==> src/hw/rtl/assert_macros.svh <==
// assertion macros shared by the rtl of the run quality encoder
// no dependencies; included by files that carry concurrent checks
`ifndef ASSERT_MACROS_SVH
`define ASSERT_MACROS_SVH

// check a property on every rising edge of clk, off while rst_n is low
`define ASSERT_CLK(label, prop, msg) \
  label: assert property (@(posedge clk) disable iff (!rst_n) (prop)) else $error(msg);

// same check, also active during reset
`define ASSERT_ALWAYS(label, prop, msg) \
  label: assert property (@(posedge clk) (prop)) else $error(msg);

`endif

==> src/hw/rtl/drqe_ram.sv <==
// generic simple dual port ram, one write and one registered read port
// no dependencies
module drqe_ram #(
  parameter int Width = 8,
  parameter int Depth = 256
) (
  input  logic                     clk,
  input  logic                     we,
  input  logic [$clog2(Depth)-1:0] waddr,
  input  logic [Width-1:0]         wdata,
  input  logic                     re,
  input  logic [$clog2(Depth)-1:0] raddr,
  output logic [Width-1:0]         rdata
);

  logic [Width-1:0] mem [Depth];
  logic [Width-1:0] rdata_r;

  always_ff @(posedge clk) begin
    if (we) begin
      mem[waddr] <= wdata;
    end
    if (re) begin
      rdata_r <= mem[raddr];
    end
  end

  assign rdata = rdata_r;

endmodule

==> config.mk <==
export PLATFORM = sky130hd
export DESIGN_NAME = drqe_ram
export DESIGN_NICKNAME = d
export VERILOG_FILES = /design/src/hw/rtl/assert_macros.svh /design/src/hw/rtl/drqe_ram.sv
export SDC_FILE = /design/constraint.sdc
export NUM_CORES = 2
export LEC_CHECK = 0
export BUFFER_PORTS_ARGS = -buffer_cell sky130_fd_sc_hd__buf_2
export CAP_MARGIN = 20
export CORE_MARGIN = 2
export CORE_UTILIZATION = 40
export CTS_BUF_LIST = sky130_fd_sc_hd__clkbuf_8
export DETAILED_ROUTE_END_ITERATION = 8
export GPL_ROUTABILITY_DRIVEN = 0
export HOLD_SLACK_MARGIN = 0.1
export SETUP_SLACK_MARGIN = 0.02
export SYNTH_ARGS = -nofsm -noshare
export SYNTH_HDL_FRONTEND = slang
export SYNTH_SLANG_ARGS = --single-unit
==> constraint.sdc <==
create_clock -name clk -period 3.7 [get_ports clk]
set_input_delay 0.555 -clock clk [delete_from_list [all_inputs] [get_ports clk]]
set_output_delay 0.555 -clock clk [all_outputs]
set_load 0.005 [all_outputs]
After elaboration in Yosys (flattened, before gate mapping)
Memories as Yosys holds them, arrays and structs flattened. A register that Yosys moved wholly into a read port is not among the register bits.
Index checks and enable logic that the tools add are counted.

word-level totals
  register bits after elaboration = 0
  bits in writable memories = 2048
  input bits = 27
  output and inout bits = 8
  word-level logic and storage cells = 3
  memories kept = 1

memory list
  name  words  bits a word  rd ports  clocked after memory_dff  wr ports  RTL line        text
  mem   256    8            1         1                         1         drqe_ram.sv:16  logic [Width-1:0] mem [Depth];

operators by class
  mux-type cells = 2

operators with widths
  kind               number
  two-way mux 1 bit  2

Logic depth before layout (Yosys ltp)
  depth after elaboration = 2
  mapped depth = 11
  gate-level depth less buffers = 6

Least setup slack after synthesis
Ideal clock, no wire load.

  path type = input to register
  start = in raddr[0]
  end = reg rdata_r[2], in the netlist rdata[2] (read register of mem), data pin
  arrival = 2.362 ns
  data required time = 3.431 ns
  setup slack = 1.069 ns
  stages on the path = 9
  path through = buf_6 -> buf_12 -> buf_8 -> buf_2 -> mux4_2 -> a22oi_1 -> a21oi_1 -> nor4_1 -> nor4_2

RTL lines
  what                RTL line        text
  start: declaration  drqe_ram.sv:12  input logic [$clog2(Depth)-1:0] raddr,
  end: declaration    drqe_ram.sv:17  logic [Width-1:0] rdata_r;

==> flow_metrics.env <==
export IMPL_cp_max_fo=1
export IMPL_crit_type="flop to flop"
export IMPL_ant_nets=0
export IMPL_start_util_pct=40.3
export IMPL_netlist_area_leader_share_pct=77.5
export IMPL_fmax_ghz=0.340
export IMPL_synth_cell_types=54
export IMPL_p_clk_share_pct=38.8
export IMPL_setup_violations=0
export IMPL_peakVddDrop_uv=289
export IMPL_cp_top_family="multiplexers"
export IMPL_ios=35
export IMPL_power_density_nw_per_um2=503
export IMPL_grt_max_degree=145
export IMPL_post_place_ws_ns=-0.160
export IMPL_synth_edf_count=2056
export IMPL_clock_root_buffer="clkbuf_8"
export IMPL_post_drt_wl_per_cell_um=29.0
export IMPL_fin_nets=4385
export IMPL_synthToLayoutAreaGrowth_pct=15.4
export IMPL_fin_cells=7244
export IMPL_grtUsageMet2_pct=32.9
export IMPL_via_per_inst=5.64
export IMPL_slew_violations=0
export IMPL_path_cells="mux4_2 > mux4_2 > nor2_1 > a2111oi_1 > buf_4 > nor3_1 > nor4_1"
export IMPL_fin_skew_ns=0.0838
export IMPL_async_flop_share_pct=0
export IMPL_drive_above_1_share_pct=29.9
export IMPL_slew_headroom_pct=24.9
export IMPL_cts_tree="yes"
export IMPL_core_area_um2=198000
export IMPL_grt_overflow=0
export IMPL_cpPeakStageDelay_ns=0.54
export IMPL_syn_area_per_cell_um2=21.3
export IMPL_total_leakage_power_nw=29.4
export IMPL_htreeDepth=5
export IMPL_dp_hpwl_mm=133
export IMPL_outcome="complete, no violations"
export IMPL_timing_hold_ws_ns=0.201
export IMPL_die_w_um=450
export IMPL_swShare_pct=22.7
export IMPL_yosys_register_bits=2056
export IMPL_clkSlewWorstSetupHoldPaths_ns=0.06
export IMPL_seqPwrFrac_pct=55.7
export IMPL_clock_sinks=2056
export IMPL_drt_iter0_drc=5122
export IMPL_placed_area_um2=85900
export IMPL_max_slew_worst_pin_slew_ns=1.13
export IMPL_critPathCaptureType="flop"
export IMPL_insertion_delay_ns=1.09
export IMPL_yosys_most_used_dff="edfxtp_1"
export IMPL_syn_area_um2=79600
export IMPL_placement_io_buffers=34
export IMPL_die_h_um=450
export IMPL_dp_cells=6641
export IMPL_syn_num_nets=3760
export IMPL_hp_class="input port to flop"
export IMPL_drc_errors=0
export IMPL_synth_top_cell_by_area="edfxtp_1"
export IMPL_post_cts_setup_buffer_count=0
export IMPL_tritoncts_num_buffers=346
export IMPL_grt_setup_unrepaired="false"
export IMPL_synthTopCellsByArea="edfxtp_1 78%, mux4_2 13%, mux2i_1 1.7%"
export IMPL_finish_instance_area_um2=91900
export IMPL_gr_usage_all_layers_pct=20.6
export IMPL_wirelength_mm=210
export IMPL_arrival_ns=3.73
export IMPL_row_count=163
export IMPL_critPathMostFrequentCell="mux4_2"
export IMPL_grtUsageMet3_pct=4.59
export IMPL_antenna_found_initial=11
export IMPL_p_switching_w=0.0105
export IMPL_worstPathRequired_ns=4.49
export IMPL_period_minus_slack_ns=2.94
export IMPL_combPwrFrac_pct=5.5
export IMPL_yosysSeqAreaShare_pct=77.5
export IMPL_grt_pass1_wl_mm=301
export IMPL_clk_path_buf_depth=4
export IMPL_vias=40800
export IMPL_drtPass1Iterations=6
export IMPL_hold_violations=0
export IMPL_fin_crit_sh_pct=79.5
export IMPL_cp_start_kind="flop"
export IMPL_cts_resized=0
export IMPL_busiest_layer="met2"
export IMPL_grtUsageMet1_pct=28.5
export IMPL_p_int_w=0.0357
export IMPL_cpMaxStageDelayCell="nor3_1"
export IMPL_cts_hold_buf=8
export IMPL_syn_inst=3733
export IMPL_synthTopCellsByCount="2056 x edfxtp_1, 454 x mux4_2, 282 x nor2_1"
export IMPL_drv_cap=0
export IMPL_first_global_vias=41600
export IMPL_yosysMostFrequentCell="edfxtp_1"
export IMPL_dieArea_um2=203000
export IMPL_cp_num_buf_inv=1
export IMPL_setup_ws_ns=0.757
export IMPL_synth_warnings=0
[cell usage in the layout (no fill, tap or decap), types with 23 or more instances in the layout]
| cell type | Yosys | layout |
|---|---|---|
| edfxtp_1 | 2056 | 2056 |
| mux4_2 | 454 | 454 |
| buf_4 | 27 | 429 |
| clkbuf_8 | 0 | 349 |
| nor2_1 | 282 | 279 |
| mux2i_1 | 134 | 134 |
| a22oi_1 | 133 | 133 |
| clkinv_1 | 1 | 105 |
| a21oi_1 | 96 | 96 |
| inv_1 | 1 | 87 |
| o221ai_1 | 46 | 46 |
| buf_12 | 8 | 41 |
| nand2_1 | 33 | 33 |
| nand3_1 | 34 | 31 |
| clkinv_2 | 0 | 29 |
| o22ai_1 | 28 | 28 |
| nor2b_1 | 31 | 28 |
| nor4_1 | 24 | 23 |
[path summary, 6_finish.rpt]
path | from | endpoint | slack (ns) | depth (start not counted)
setup / recovery | mem[131][4] | rdata[4] | 0.76 | 7
hold / removal | waddr[4] | mem[115][7] | 0.20 | 4
setup reg to reg | mem[131][4] | rdata[4] | 0.76 | 7
hold reg to reg | mem[32][5] | rdata[5] | 1.19 | 6
[power groups by stage]
stage / clock network [W] / logic, W / registers (W)
2_1_floorplan: 0 / 0.00125 / 0.0262
3_3_place_gp: 0 / 0.00250 / 0.0262
3_5_place_dp: 0 / 0.00253 / 0.0262
4_1_cts: 0.0183 / 0.00254 / 0.0257
5_1_grt: 0.0193 / 0.00265 / 0.0257
6_report: 0.0179 / 0.00253 / 0.0257
[per-layer routing]
metal	part of all wire (%)	vias up
met5	0	-
met4	2.5	0
met3	8.3	336
met2	48	1795
met1	41	21700
li1	-	17000
[cell families after synthesis]
| logic type | Yosys count | synth area share, % |
|---|---|---|
| buf+inv | 235 | 1.83 |
| mux | 591 | 14.6 |
| simple gates | 466 | 2.63 |
| flops | 2056 | 77.5 |
| compound gates | 385 | 3.42 |
[layout make-up]
| cell class | instances | area [µm²] |
|---|---|---|
| diodes | 8 | 20.0 |
| clock buffers | 349 | 4800 |
| clock inverters | 237 | 1110 |
| fillers | 16400 | 106000 |
| inverters | 2 | 7.51 |
| multi-input cells | 1442 | 16500 |
| flip-flops and latches | 2056 | 61700 |
| well taps | 2640 | 3300 |
| repair buffers | 510 | 4380 |
[through the flow]
stage               setup TNS (ns)  power, W  util (%)
floorplan                        0    0.0274         -
global placement            -0.427    0.0287      43.4
detailed placement          -0.448    0.0287      43.4
CTS                              0    0.0466      46.5
global route                     0    0.0477      46.5
finish                           0    0.0462      46.5
[tightest hold or removal path, cell delays in order]
cell and delay [ns]:
buf_2 0.15, nand3_1 0.12, buf_4 0.20, nor2_1 0.08
[state kept, by name (all words and copies together), names as in the netlist]
register	cells
rdata	8
mem	2048
Note: power is estimated with default switching activity, not from simulation.
